**config.mk**
```make
export PLATFORM = sky130hd
export DESIGN_NAME = cumulative_ack_sack_tracker_top
export DESIGN_NICKNAME = d
export VERILOG_FILES = /design/src/rtl/core/casack_pkg.sv /design/src/rtl/core/casack_cell.sv /design/src/rtl/core/casack_chain.sv /design/src/rtl/core/casack_ctrl.sv /design/src/rtl/core/cumulative_ack_sack_tracker_top.sv
export VERILOG_INCLUDE_DIRS = /design/src /design/src/rtl/core
export SDC_FILE = /design/constraint.sdc
export NUM_CORES = 1
export LEC_CHECK = 0
export ABC_AREA = 1
export BUFFER_PORTS_ARGS = -buffer_cell sky130_fd_sc_hd__buf_4
export CAP_MARGIN = 10
export CORE_MARGIN = 2
export CORE_UTILIZATION = 35
export CTS_BUF_LIST = sky130_fd_sc_hd__clkbuf_4
export CTS_CLUSTER_SIZE = 40
export DETAILED_ROUTE_END_ITERATION = 8
export SLEW_MARGIN = 20
export SYNTH_ARGS = -nofsm -noshare
export SYNTH_HDL_FRONTEND = slang
export SYNTH_HIERARCHICAL = 1
export SYNTH_SLANG_ARGS = --single-unit
```
**constraint.sdc**
```tcl
create_clock -name i_clk -period 15 [get_ports i_clk]
set_input_delay 1.5 -clock i_clk [delete_from_list [all_inputs] [get_ports i_clk]]
set_output_delay 1.5 -clock i_clk [all_outputs]
set_load 0.05 [all_outputs]
```
**src/rtl/core/cumulative_ack_sack_tracker_top_assert.svh**
```systemverilog
// ----------------------------------------------------------------------------
// tracker assertion macros
// shared concurrent assertion forms for the cumulative ack tracker
// ----------------------------------------------------------------------------
`ifndef CUMULATIVE_ACK_SACK_TRACKER_TOP_ASSERT_SVH
`define CUMULATIVE_ACK_SACK_TRACKER_TOP_ASSERT_SVH

// checked only while out of reset
`define CASACK_ASSERT(lbl, prop, msg) \
    lbl: assert property (@(posedge i_clk) disable iff (!i_rst_n) prop) else $error(msg);

// checked on every clock edge, reset included
`define CASACK_ASSERT_ALWAYS(lbl, prop, msg) \
    lbl: assert property (@(posedge i_clk) prop) else $error(msg);

`endif

```
**src/rtl/core/casack_pkg.sv**
```systemverilog
// ----------------------------------------------------------------------------
// casack_pkg
// shared types and constants of the cumulative ack / sack tracker
// ----------------------------------------------------------------------------
`default_nettype none

package casack_pkg;

    // window size default
    localparam int DEF_WINDOW_SEGS = 64;

    // register reset values
    localparam logic [15:0] RST_SEG_SIZE     = 16'd1460;
    localparam logic [7:0]  RST_HEADER_BYTES = 8'd40;
    localparam logic [31:0] RST_FLOW_BYTES   = 32'd0;

    // configuration port
    localparam int CFG_IDX_W  = 2;
    localparam int CFG_DATA_W = 32;
    localparam logic [CFG_IDX_W-1:0] CFG_IDX_SEG_SIZE     = 2'd0;
    localparam logic [CFG_IDX_W-1:0] CFG_IDX_HEADER_BYTES = 2'd1;
    localparam logic [CFG_IDX_W-1:0] CFG_IDX_FLOW_BYTES   = 2'd2;

    // stream widths
    localparam int IN_TDATA_W  = 48;
    localparam int OUT_TDATA_W = 96;
    localparam int OUT_TUSER_W = 3;

    // position marker operation of a cell
    typedef enum logic [1:0] {
        MAP_HOLD,
        MAP_ALL,
        MAP_SCAN,
        MAP_STEP
    } t_map_op;

    // received bit operation of a cell
    typedef enum logic [1:0] {
        BIT_HOLD,
        BIT_SET,
        BIT_SHIFT,
        BIT_CLEAR
    } t_bit_op;

    // command broadcast to every cell
    typedef struct packed {
        t_map_op map_op;
        t_bit_op bit_op;
    } t_cell_ctl;

    // status gathered from the chain
    typedef struct packed {
        logic hit;      // marked cell holds a received segment
        logic ahead;    // a received segment lies beyond the marked cell
        logic any;      // any received segment in the window
        logic bit0;     // segment at the cumulative ack received
        logic tok_end;  // marker sits on the last cell
    } t_chain_stat;

    // controller states
    typedef enum logic [2:0] {
        ST_IDLE,
        ST_SEARCH,
        ST_ADVANCE,
        ST_SCAN,
        ST_BARE
    } t_state;

endpackage

`default_nettype wire

```
**src/rtl/core/casack_cell.sv**
```systemverilog
// ----------------------------------------------------------------------------
// casack_cell
// one window slot: received bit plus a thermometer marker bit
// ----------------------------------------------------------------------------
`default_nettype none

module casack_cell (
    input  wire                   i_clk,
    input  wire                   i_rst_n,
    input  casack_pkg::t_cell_ctl i_ctl,
    input  wire                   i_head,
    input  wire                   i_map_prev,
    input  wire                   i_bit_next,
    output logic                  o_map,
    output logic                  o_bit,
    output logic                  o_tok,
    output logic                  o_hit,
    output logic                  o_ahead
);

    logic r_map;
    logic r_bit;
    logic n_map;
    logic n_bit;

    // marker edge and local status
    assign o_map   = r_map;
    assign o_bit   = r_bit;
    assign o_tok   = r_map & ~i_map_prev;
    assign o_hit   = o_tok & r_bit;
    assign o_ahead = r_map & i_map_prev & r_bit;

    // marker next value
    always_comb begin
        unique case (i_ctl.map_op)
            casack_pkg::MAP_HOLD: n_map = r_map;
            casack_pkg::MAP_ALL:  n_map = 1'b1;
            casack_pkg::MAP_SCAN: n_map = ~i_head;
            casack_pkg::MAP_STEP: n_map = i_map_prev;
            default:              n_map = r_map;
        endcase
    end

    // received bit next value
    always_comb begin
        unique case (i_ctl.bit_op)
            casack_pkg::BIT_HOLD:  n_bit = r_bit;
            casack_pkg::BIT_SET:   n_bit = r_bit | o_tok;
            casack_pkg::BIT_SHIFT: n_bit = i_bit_next;
            casack_pkg::BIT_CLEAR: n_bit = 1'b0;
            default:               n_bit = r_bit;
        endcase
    end

    always_ff @(posedge i_clk) begin
        if (!i_rst_n) begin
            r_map <= 1'b0;
            r_bit <= 1'b0;
        end else begin
            r_map <= n_map;
            r_bit <= n_bit;
        end
    end

endmodule

`default_nettype wire

```
**src/rtl/core/casack_chain.sv**
```systemverilog
// ----------------------------------------------------------------------------
// casack_chain
// row of window cells, bit 0 at the cumulative ack
// ----------------------------------------------------------------------------
`default_nettype none

module casack_chain #(
    parameter int WINDOW_SEGS = casack_pkg::DEF_WINDOW_SEGS
) (
    input  wire                     i_clk,
    input  wire                     i_rst_n,
    input  casack_pkg::t_cell_ctl   i_ctl,
    output casack_pkg::t_chain_stat o_stat
);

    logic [WINDOW_SEGS-1:0] w_map;
    logic [WINDOW_SEGS-1:0] w_bit;
    logic [WINDOW_SEGS-1:0] w_tok;
    logic [WINDOW_SEGS-1:0] w_hit;
    logic [WINDOW_SEGS-1:0] w_ahead;
    logic [WINDOW_SEGS-1:0] w_map_prev;
    logic [WINDOW_SEGS-1:0] w_bit_next;

    // neighbor links, zero beyond both ends
    assign w_map_prev = {w_map[WINDOW_SEGS-2:0], 1'b0};
    assign w_bit_next = {1'b0, w_bit[WINDOW_SEGS-1:1]};

    for (genvar g = 0; g < WINDOW_SEGS; g++) begin : g_cell
        casack_cell u_cell (
            .i_clk      (i_clk),
            .i_rst_n    (i_rst_n),
            .i_ctl      (i_ctl),
            .i_head     (g == 0),
            .i_map_prev (w_map_prev[g]),
            .i_bit_next (w_bit_next[g]),
            .o_map      (w_map[g]),
            .o_bit      (w_bit[g]),
            .o_tok      (w_tok[g]),
            .o_hit      (w_hit[g]),
            .o_ahead    (w_ahead[g])
        );
    end

    // status reduction
    assign o_stat.hit     = |w_hit;
    assign o_stat.ahead   = |w_ahead;
    assign o_stat.any     = |w_bit;
    assign o_stat.bit0    = w_bit[0];
    assign o_stat.tok_end = w_tok[WINDOW_SEGS-1];

endmodule

`default_nettype wire

```
**src/rtl/core/casack_ctrl.sv**
```systemverilog
// ----------------------------------------------------------------------------
// casack_ctrl
// sequencer: locate segment, advance ack, walk window for sack items
// ----------------------------------------------------------------------------
`default_nettype none

module casack_ctrl (
    input  wire                                  i_clk,
    input  wire                                  i_rst_n,
    input  wire  [15:0]                          i_seg_size,
    input  wire  [7:0]                           i_header_bytes,
    input  wire  [31:0]                          i_flow_bytes,
    input  wire                                  s_axis_tvalid,
    output logic                                 s_axis_tready,
    input  wire  [casack_pkg::IN_TDATA_W-1:0]    s_axis_tdata,
    output logic                                 m_axis_tvalid,
    input  wire                                  m_axis_tready,
    output logic [casack_pkg::OUT_TDATA_W-1:0]   m_axis_tdata,
    output logic [casack_pkg::OUT_TUSER_W-1:0]   m_axis_tuser,
    output logic                                 m_axis_tlast,
    output casack_pkg::t_cell_ctl                o_cell_ctl,
    input  casack_pkg::t_chain_stat              i_stat
);

    casack_pkg::t_state r_state;
    casack_pkg::t_state n_state;

    logic [31:0] r_cum_ack;
    logic [31:0] r_bytes;
    logic [31:0] r_rem;
    logic [31:0] r_acc;
    logic [15:0] r_pkt;
    logic        r_dup;
    logic        r_beyond;

    logic        r_out_valid;
    logic [31:0] r_out_ack;
    logic [31:0] r_out_sack;
    logic [31:0] r_out_total;
    logic        r_out_sack_valid;
    logic        r_out_dup;
    logic        r_out_beyond;
    logic        r_out_last;

    logic [15:0] w_seg;
    logic [31:0] w_seq;
    logic [15:0] w_pkt;
    logic [15:0] w_pay;
    logic        w_accept;
    logic        w_below;
    logic        w_out_free;
    logic        w_rem_zero;
    logic        w_rem_short;
    logic        w_clamp;
    logic        w_emit;
    logic        w_emit_sack;
    logic        w_emit_last;

    // input fields and arithmetic
    assign w_seg       = (i_seg_size == 16'd0) ? 16'd1 : i_seg_size;
    assign w_seq       = s_axis_tdata[31:0];
    assign w_pkt       = s_axis_tdata[47:32];
    assign w_pay       = (r_pkt > {8'd0, i_header_bytes}) ? r_pkt - {8'd0, i_header_bytes}
                                                          : 16'd0;
    assign s_axis_tready = (r_state == casack_pkg::ST_IDLE);
    assign w_accept    = s_axis_tvalid & s_axis_tready;
    assign w_below     = w_seq < r_cum_ack;
    assign w_out_free  = ~r_out_valid | m_axis_tready;
    assign w_rem_zero  = (r_rem == 32'd0);
    assign w_rem_short = r_rem < {16'd0, w_seg};
    assign w_clamp     = ({1'b0, r_cum_ack} + {17'd0, w_seg}) > {1'b0, i_flow_bytes};

    // next state
    always_comb begin
        n_state = r_state;
        unique case (r_state)
            casack_pkg::ST_IDLE: begin
                if (w_accept) begin
                    n_state = w_below ? casack_pkg::ST_ADVANCE : casack_pkg::ST_SEARCH;
                end
            end
            casack_pkg::ST_SEARCH: begin
                if (w_rem_zero || w_rem_short || i_stat.tok_end) begin
                    n_state = casack_pkg::ST_ADVANCE;
                end
            end
            casack_pkg::ST_ADVANCE: begin
                if (!i_stat.bit0) begin
                    n_state = i_stat.any ? casack_pkg::ST_SCAN : casack_pkg::ST_BARE;
                end
            end
            casack_pkg::ST_SCAN: begin
                if (i_stat.hit && w_out_free && !i_stat.ahead) begin
                    n_state = casack_pkg::ST_IDLE;
                end
            end
            casack_pkg::ST_BARE: begin
                if (w_out_free) begin
                    n_state = casack_pkg::ST_IDLE;
                end
            end
            default: n_state = casack_pkg::ST_IDLE;
        endcase
    end

    // cell commands and result emission
    always_comb begin
        o_cell_ctl.map_op = casack_pkg::MAP_HOLD;
        o_cell_ctl.bit_op = casack_pkg::BIT_HOLD;
        w_emit            = 1'b0;
        w_emit_sack       = 1'b0;
        w_emit_last       = 1'b0;
        unique case (r_state)
            casack_pkg::ST_IDLE: begin
                if (w_accept && !w_below) begin
                    o_cell_ctl.map_op = casack_pkg::MAP_ALL;
                end
            end
            casack_pkg::ST_SEARCH: begin
                if (w_rem_zero) begin
                    if (!i_stat.hit) begin
                        o_cell_ctl.bit_op = casack_pkg::BIT_SET;
                    end
                end else if (!w_rem_short && !i_stat.tok_end) begin
                    o_cell_ctl.map_op = casack_pkg::MAP_STEP;
                end
            end
            casack_pkg::ST_ADVANCE: begin
                if (i_stat.bit0) begin
                    o_cell_ctl.bit_op = w_clamp ? casack_pkg::BIT_CLEAR : casack_pkg::BIT_SHIFT;
                end else begin
                    o_cell_ctl.map_op = casack_pkg::MAP_SCAN;
                end
            end
            casack_pkg::ST_SCAN: begin
                if (i_stat.hit) begin
                    if (w_out_free) begin
                        w_emit      = 1'b1;
                        w_emit_sack = 1'b1;
                        w_emit_last = ~i_stat.ahead;
                        if (i_stat.ahead) begin
                            o_cell_ctl.map_op = casack_pkg::MAP_STEP;
                        end
                    end
                end else begin
                    o_cell_ctl.map_op = casack_pkg::MAP_STEP;
                end
            end
            casack_pkg::ST_BARE: begin
                if (w_out_free) begin
                    w_emit      = 1'b1;
                    w_emit_last = 1'b1;
                end
            end
            default: begin
                o_cell_ctl.map_op = casack_pkg::MAP_HOLD;
            end
        endcase
    end

    // control state
    always_ff @(posedge i_clk) begin
        if (!i_rst_n) begin
            r_state     <= casack_pkg::ST_IDLE;
            r_cum_ack   <= 32'd0;
            r_bytes     <= 32'd0;
            r_out_valid <= 1'b0;
        end else begin
            r_state <= n_state;
            if (r_state == casack_pkg::ST_SEARCH && w_rem_zero && !i_stat.hit) begin
                r_bytes <= r_bytes + {16'd0, w_pay};
            end
            if (r_state == casack_pkg::ST_ADVANCE && i_stat.bit0) begin
                r_cum_ack <= w_clamp ? i_flow_bytes : r_cum_ack + {16'd0, w_seg};
            end
            if (w_emit) begin
                r_out_valid <= 1'b1;
            end else if (m_axis_tready) begin
                r_out_valid <= 1'b0;
            end
        end
    end

    // per item working values and output item
    always_ff @(posedge i_clk) begin
        if (w_accept) begin
            r_dup    <= w_below;
            r_beyond <= 1'b0;
            r_rem    <= w_seq - r_cum_ack;
            r_pkt    <= w_pkt;
        end
        if (r_state == casack_pkg::ST_SEARCH) begin
            if (w_rem_zero) begin
                r_dup <= r_dup | i_stat.hit;
            end else if (w_rem_short || i_stat.tok_end) begin
                r_beyond <= 1'b1;
            end else begin
                r_rem <= r_rem - {16'd0, w_seg};
            end
        end
        // sack offset follows the marker: byte offset of the marked cell
        if (r_state == casack_pkg::ST_ADVANCE && !i_stat.bit0) begin
            r_acc <= r_cum_ack + {16'd0, w_seg};
        end else if (r_state == casack_pkg::ST_SCAN &&
                     o_cell_ctl.map_op == casack_pkg::MAP_STEP) begin
            r_acc <= r_acc + {16'd0, w_seg};
        end
        if (w_emit) begin
            r_out_ack        <= r_cum_ack;
            r_out_sack       <= w_emit_sack ? r_acc : 32'd0;
            r_out_total      <= r_bytes;
            r_out_sack_valid <= w_emit_sack;
            r_out_dup        <= r_dup;
            r_out_beyond     <= r_beyond;
            r_out_last       <= w_emit_last;
        end
    end

    // output item
    assign m_axis_tvalid = r_out_valid;
    assign m_axis_tdata  = {r_out_total, r_out_sack, r_out_ack};
    assign m_axis_tuser  = {r_out_beyond, r_out_dup, r_out_sack_valid};
    assign m_axis_tlast  = r_out_last;

`include "cumulative_ack_sack_tracker_top_assert.svh"

    `CASACK_ASSERT_ALWAYS(a_out_clear_on_rst, !i_rst_n |=> !r_out_valid, "output valid after reset")
    `CASACK_ASSERT(a_scan_has_work, (r_state == casack_pkg::ST_SCAN) |-> (i_stat.hit || i_stat.ahead), "scan with no segment left")
    `CASACK_ASSERT(a_bare_empty, (r_state == casack_pkg::ST_BARE) |-> !i_stat.any, "bare ack with segments in window")
    `CASACK_ASSERT(a_last_ends_run, (w_emit && w_emit_last) |=> (r_state == casack_pkg::ST_IDLE), "run did not end on last item")

endmodule

`default_nettype wire

```
**src/rtl/core/cumulative_ack_sack_tracker_top.sv**
```systemverilog
// ----------------------------------------------------------------------------
// cumulative_ack_sack_tracker_top
// receiver side of one flow: cumulative ack with selective ack entries
// ----------------------------------------------------------------------------
// Takes one data packet item at a time (byte offset and size including
// header), records its segment in a window of WINDOW_SEGS cells starting at
// the cumulative ack, advances the ack over in-order segments (capped at
// flow_bytes) and then gives one result item per received segment beyond the
// first gap, or one bare ack item when there is none; tlast marks the final
// item of each run. After the accept, a position marker walks the cell chain
// to the segment's slot (skipped for an offset below the ack), the ack
// advances one segment at a time until a step finds the gap, and then the
// marker walks the cells while reporting (a bare ack needs no walk). The ack
// advance and the report walk share the same window; the marker steps one
// cell per cycle, and a stalled output holds the report walk. The next item
// is taken as soon as the last result of a run sits in the output register.
// ----------------------------------------------------------------------------
`default_nettype none

module cumulative_ack_sack_tracker_top #(
    parameter int WINDOW_SEGS = casack_pkg::DEF_WINDOW_SEGS
) (
    input  wire                                  i_clk,
    input  wire                                  i_rst_n,
    // configuration writes
    input  wire                                  i_cfg_wr_en,
    input  wire  [casack_pkg::CFG_IDX_W-1:0]     i_cfg_index,
    input  wire  [casack_pkg::CFG_DATA_W-1:0]    i_cfg_wdata,
    // packet items
    input  wire                                  s_axis_tvalid,
    output logic                                 s_axis_tready,
    // seq_no[31:0], pkt_bytes[47:32]
    input  wire  [casack_pkg::IN_TDATA_W-1:0]    s_axis_tdata,
    // result items
    output logic                                 m_axis_tvalid,
    input  wire                                  m_axis_tready,
    // ack_seq[31:0], sack_seq[63:32], byte_total[95:64]
    output logic [casack_pkg::OUT_TDATA_W-1:0]   m_axis_tdata,
    // sack_valid[0], duplicate[1], beyond_window[2]
    output logic [casack_pkg::OUT_TUSER_W-1:0]   m_axis_tuser,
    output logic                                 m_axis_tlast
);

    logic [15:0] r_seg_size;
    logic [7:0]  r_header_bytes;
    logic [31:0] r_flow_bytes;

    casack_pkg::t_cell_ctl   w_cell_ctl;
    casack_pkg::t_chain_stat w_stat;

    // configuration registers
    always_ff @(posedge i_clk) begin
        if (!i_rst_n) begin
            r_seg_size     <= casack_pkg::RST_SEG_SIZE;
            r_header_bytes <= casack_pkg::RST_HEADER_BYTES;
            r_flow_bytes   <= casack_pkg::RST_FLOW_BYTES;
        end else if (i_cfg_wr_en) begin
            unique case (i_cfg_index)
                casack_pkg::CFG_IDX_SEG_SIZE:     r_seg_size     <= i_cfg_wdata[15:0];
                casack_pkg::CFG_IDX_HEADER_BYTES: r_header_bytes <= i_cfg_wdata[7:0];
                casack_pkg::CFG_IDX_FLOW_BYTES:   r_flow_bytes   <= i_cfg_wdata[31:0];
                default: begin
                    r_flow_bytes <= r_flow_bytes;
                end
            endcase
        end
    end

    casack_ctrl u_ctrl (
        .i_clk          (i_clk),
        .i_rst_n        (i_rst_n),
        .i_seg_size     (r_seg_size),
        .i_header_bytes (r_header_bytes),
        .i_flow_bytes   (r_flow_bytes),
        .s_axis_tvalid  (s_axis_tvalid),
        .s_axis_tready  (s_axis_tready),
        .s_axis_tdata   (s_axis_tdata),
        .m_axis_tvalid  (m_axis_tvalid),
        .m_axis_tready  (m_axis_tready),
        .m_axis_tdata   (m_axis_tdata),
        .m_axis_tuser   (m_axis_tuser),
        .m_axis_tlast   (m_axis_tlast),
        .o_cell_ctl     (w_cell_ctl),
        .i_stat         (w_stat)
    );

    casack_chain #(
        .WINDOW_SEGS (WINDOW_SEGS)
    ) u_chain (
        .i_clk   (i_clk),
        .i_rst_n (i_rst_n),
        .i_ctl   (w_cell_ctl),
        .o_stat  (w_stat)
    );

endmodule

`default_nettype wire
```
==> out/qor.tcl <==
set qor(slowest_stage) {sky130_fd_sc_hd__buf_4}
set qor(route.vias.total) 28405
set qor(post_cts_setup_buffer_count) 0
set qor(setup_total_negative_slack_ns) 0
set qor(critPathKind) {reg2reg}
set qor(detailedRoute.firstIterationViolations) 1903
set qor(drc) 0
set qor(hold_end) {u_ctrl/r_out_total[15]$_DFFE_PP_}
set qor(detail_route.wirelength.met1_um) 41500
set qor(post_synth.cell_area_avg_um2) 6.42
set qor(slew_headroom_pct) 32.7
set qor(hp-start) {u_ctrl/r_bytes[15]$_SDFFE_PN0P_}
set qor(io_pins) 189
set qor(power_density_nw_per_um2) 138
set qor(clock_latency_ns) 1.00
set qor(critical_path.reg2reg.endpoint) {u_chain/g_cell[47].u_cell/o_bit$_SDFFE_PN0P_}
set qor(fp.coreArea_um2) 82400
set qor(setup_viol) 0
set qor(post_detailed_route_count_of_antenna_violating_nets) 0
set qor(final_worst_path_cycle_share_pct) 40.3
set qor(status) {finished, final reports clean}
set qor(clock.fmax_mhz) 165
set qor(dpl.hpwl_um) 64700
set qor(grt_max_degree) 114
set qor(num-fill-cells) 8780
set qor(maxCapViolations) 0
set qor(hold_violations) 0
set qor(design.final.nets) 5096
set qor(synth.yosys.warnings) 6
set qor(final-max-slew-violation-count) 0
set qor(critical_path.max_fanout) 68
set qor(vdd.ir_drop.worst_v) 0.0000963
set qor(hold-path-cell-count) 0
set qor(most-common-layout-cells) {sky130_fd_sc_hd__nand2_1, sky130_fd_sc_hd__nor2_1, sky130_fd_sc_hd__inv_1, sky130_fd_sc_hd__dfxtp_1, sky130_fd_sc_hd__o21ai_0}
set qor(detailroute.wirelength.met2_um) 39700
set qor(wirelength_um) 89000
set qor(die_height_um) 293
set qor(hold_path_class) {reg2reg}
set qor(rsz0062_at_grt) {false}
set qor(tritoncts) {yes}
set qor(routed_wire_length_per_instance_um) 14.8
set qor(antenna_found_initial) 3
set qor(critPathRequiredTime_ns) 15.85
set qor(post_syn_instances) 4546
set qor(cts_hold_buf) 0
set qor(globalRouteOverflowTotal) 0
set qor(final.hold.worst_slack_ns) 0.431
set qor(route.met3.wl_um) 4740
set qor(cts_htree_levels) 4
set qor(tritoncts.num_buffers) 131
set qor(placementRows) 105
set qor(grt_pass1_wl_um) 140000
set qor(clockBufferDepth) 3
set qor(avgViaCountPerCell) 4.71
set qor(setup.worst_path.start_class) {flop}
set qor(cts.repair.resized) 0
set qor(critical_path.most_common_cell) {sky130_fd_sc_hd__nand2_1}
set qor(syn-cell-area_um2) 29200
set qor(grt_pass1_vias) 26057
set qor(buffer_ports.inserted) 188
set qor(finalWeightedCongestion) 0.975
set qor(die_area_um2) 85700
set qor(cts-root-buf) {sky130_fd_sc_hd__clkbuf_4}
set qor(layout-area-overhead-vs-synth_pct) 15.0
set qor(power.leakage_nw) 16.0
set qor(final_critical_path_time_including_i_o_delays_and_setup_ns) 6.05
set qor(crit_arrival_ns) 6.90
set qor(slowest_delay_ns) 0.70
set qor(reg2reg_from) {r_seg_size[12]$_SDFFE_PN0P_}
set qor(final_common_cell) {sky130_fd_sc_hd__nand2_1}
set qor(rrSetupSlack_ns) 8.95
set qor(topRoutingLayerUsed) {met5}
set qor(chipWidth_um) 293
set qor(worst-slew-pin-transition_ns) 1.01
set qor(critPathCaptureType) {flop}
set qor(drive_gt1_share_pct) 10.9
set qor(r2r_cells) 29
set qor(drtPass1Iterations) 6
set qor(grt.total_usage_pct) 20.5
set qor(cts_sinks) 434
set qor(final_setup_skew_ns) 0.0764
set qor(initial_core_utilization_pct) 35.4
set qor(cts.clk_slew.worst_paths_ns) 0.07
## per-stage QoR
step / utilization (%) / cell area (um^2) / instances / setup slack [ns] / total power [mW]
after detailed placement: 38.7 / 31900 / 5804 / 9.10 / 3.48
after CTS: 40.8 / 33600 / 6025 / 9.06 / 4.70
final: 40.8 / 33600 / 6027 / 8.95 / 4.65
after global routing: 40.8 / 33600 / 6027 / 8.54 / 5.07
after floorplan: - / 29400 / 4612 / 8.25 / 3.10
after global placement: 38.7 / 31900 / 5804 / 9.24 / 3.47
## area by class of cell
cell class	instances	area, um^2	area share, %
diodes	2	5.00	0.0149
multi-input cells	3246	15700	46.7
repair buffers	203	1530	4.55
clock buffers	187	1400	4.18
flip-flops and latches	434	10200	30.3
well taps	1070	1340	3.99
clock inverters	34	246	0.734
inverters	851	3190	9.51
## worst max path at each step
stage / start / end / slack [ns] / cells after the start
finish: r_seg_size[12]$_SDFFE_PN0P_ / u_chain/g_cell[47].u_cell/o_bit$_SDFFE_PN0P_ / 8.95 / 29
detailed placement: r_seg_size[12]$_SDFFE_PN0P_ / u_chain/g_cell[50].u_cell/o_bit$_SDFFE_PN0P_ / 9.10 / 29
floorplan: s_axis_tdata[3] / u_chain/g_cell[10].u_cell/o_map$_SDFFE_PN0P_ / 8.25 / 14
global placement: r_seg_size[12]$_SDFFE_PN0P_ / u_chain/g_cell[26].u_cell/o_bit$_SDFFE_PN0P_ / 9.24 / 29
global route: r_seg_size[12]$_SDFFE_PN0P_ / u_chain/g_cell[28].u_cell/o_bit$_SDFFE_PN0P_ / 8.54 / 29
CTS: r_seg_size[12]$_SDFFE_PN0P_ / u_chain/g_cell[32].u_cell/o_bit$_SDFFE_PN0P_ / 9.06 / 29
## power by group
part           switching (mW)  internal (mW)
registers               0.238           1.45
clock network           0.573          0.612
logic                    1.19          0.582
total                    2.00           2.65
## critical path, delay by kind of cell (launching register included)
kind | cells | cell delay, ns
AND/OR/NAND/NOR | 19 | 2.67
AO/OA/AOI/OAI | 4 | 1.09
buffers and inverters | 2 | 0.80
adder cells (fa/ha/maj) | 3 | 0.76
flip-flops | 1 | 0.35
XOR/XNOR | 1 | 0.16
## per-layer routing
metal | vias to the layer above | GRT usage (%)
met5 | - | 0
met4 | 4 | 8.18
met3 | 168 | 3.83
met2 | 736 | 32.7
met1 | 12556 | 27.2
li1 | 14941 | -
(Power assumes the default switching activity.)
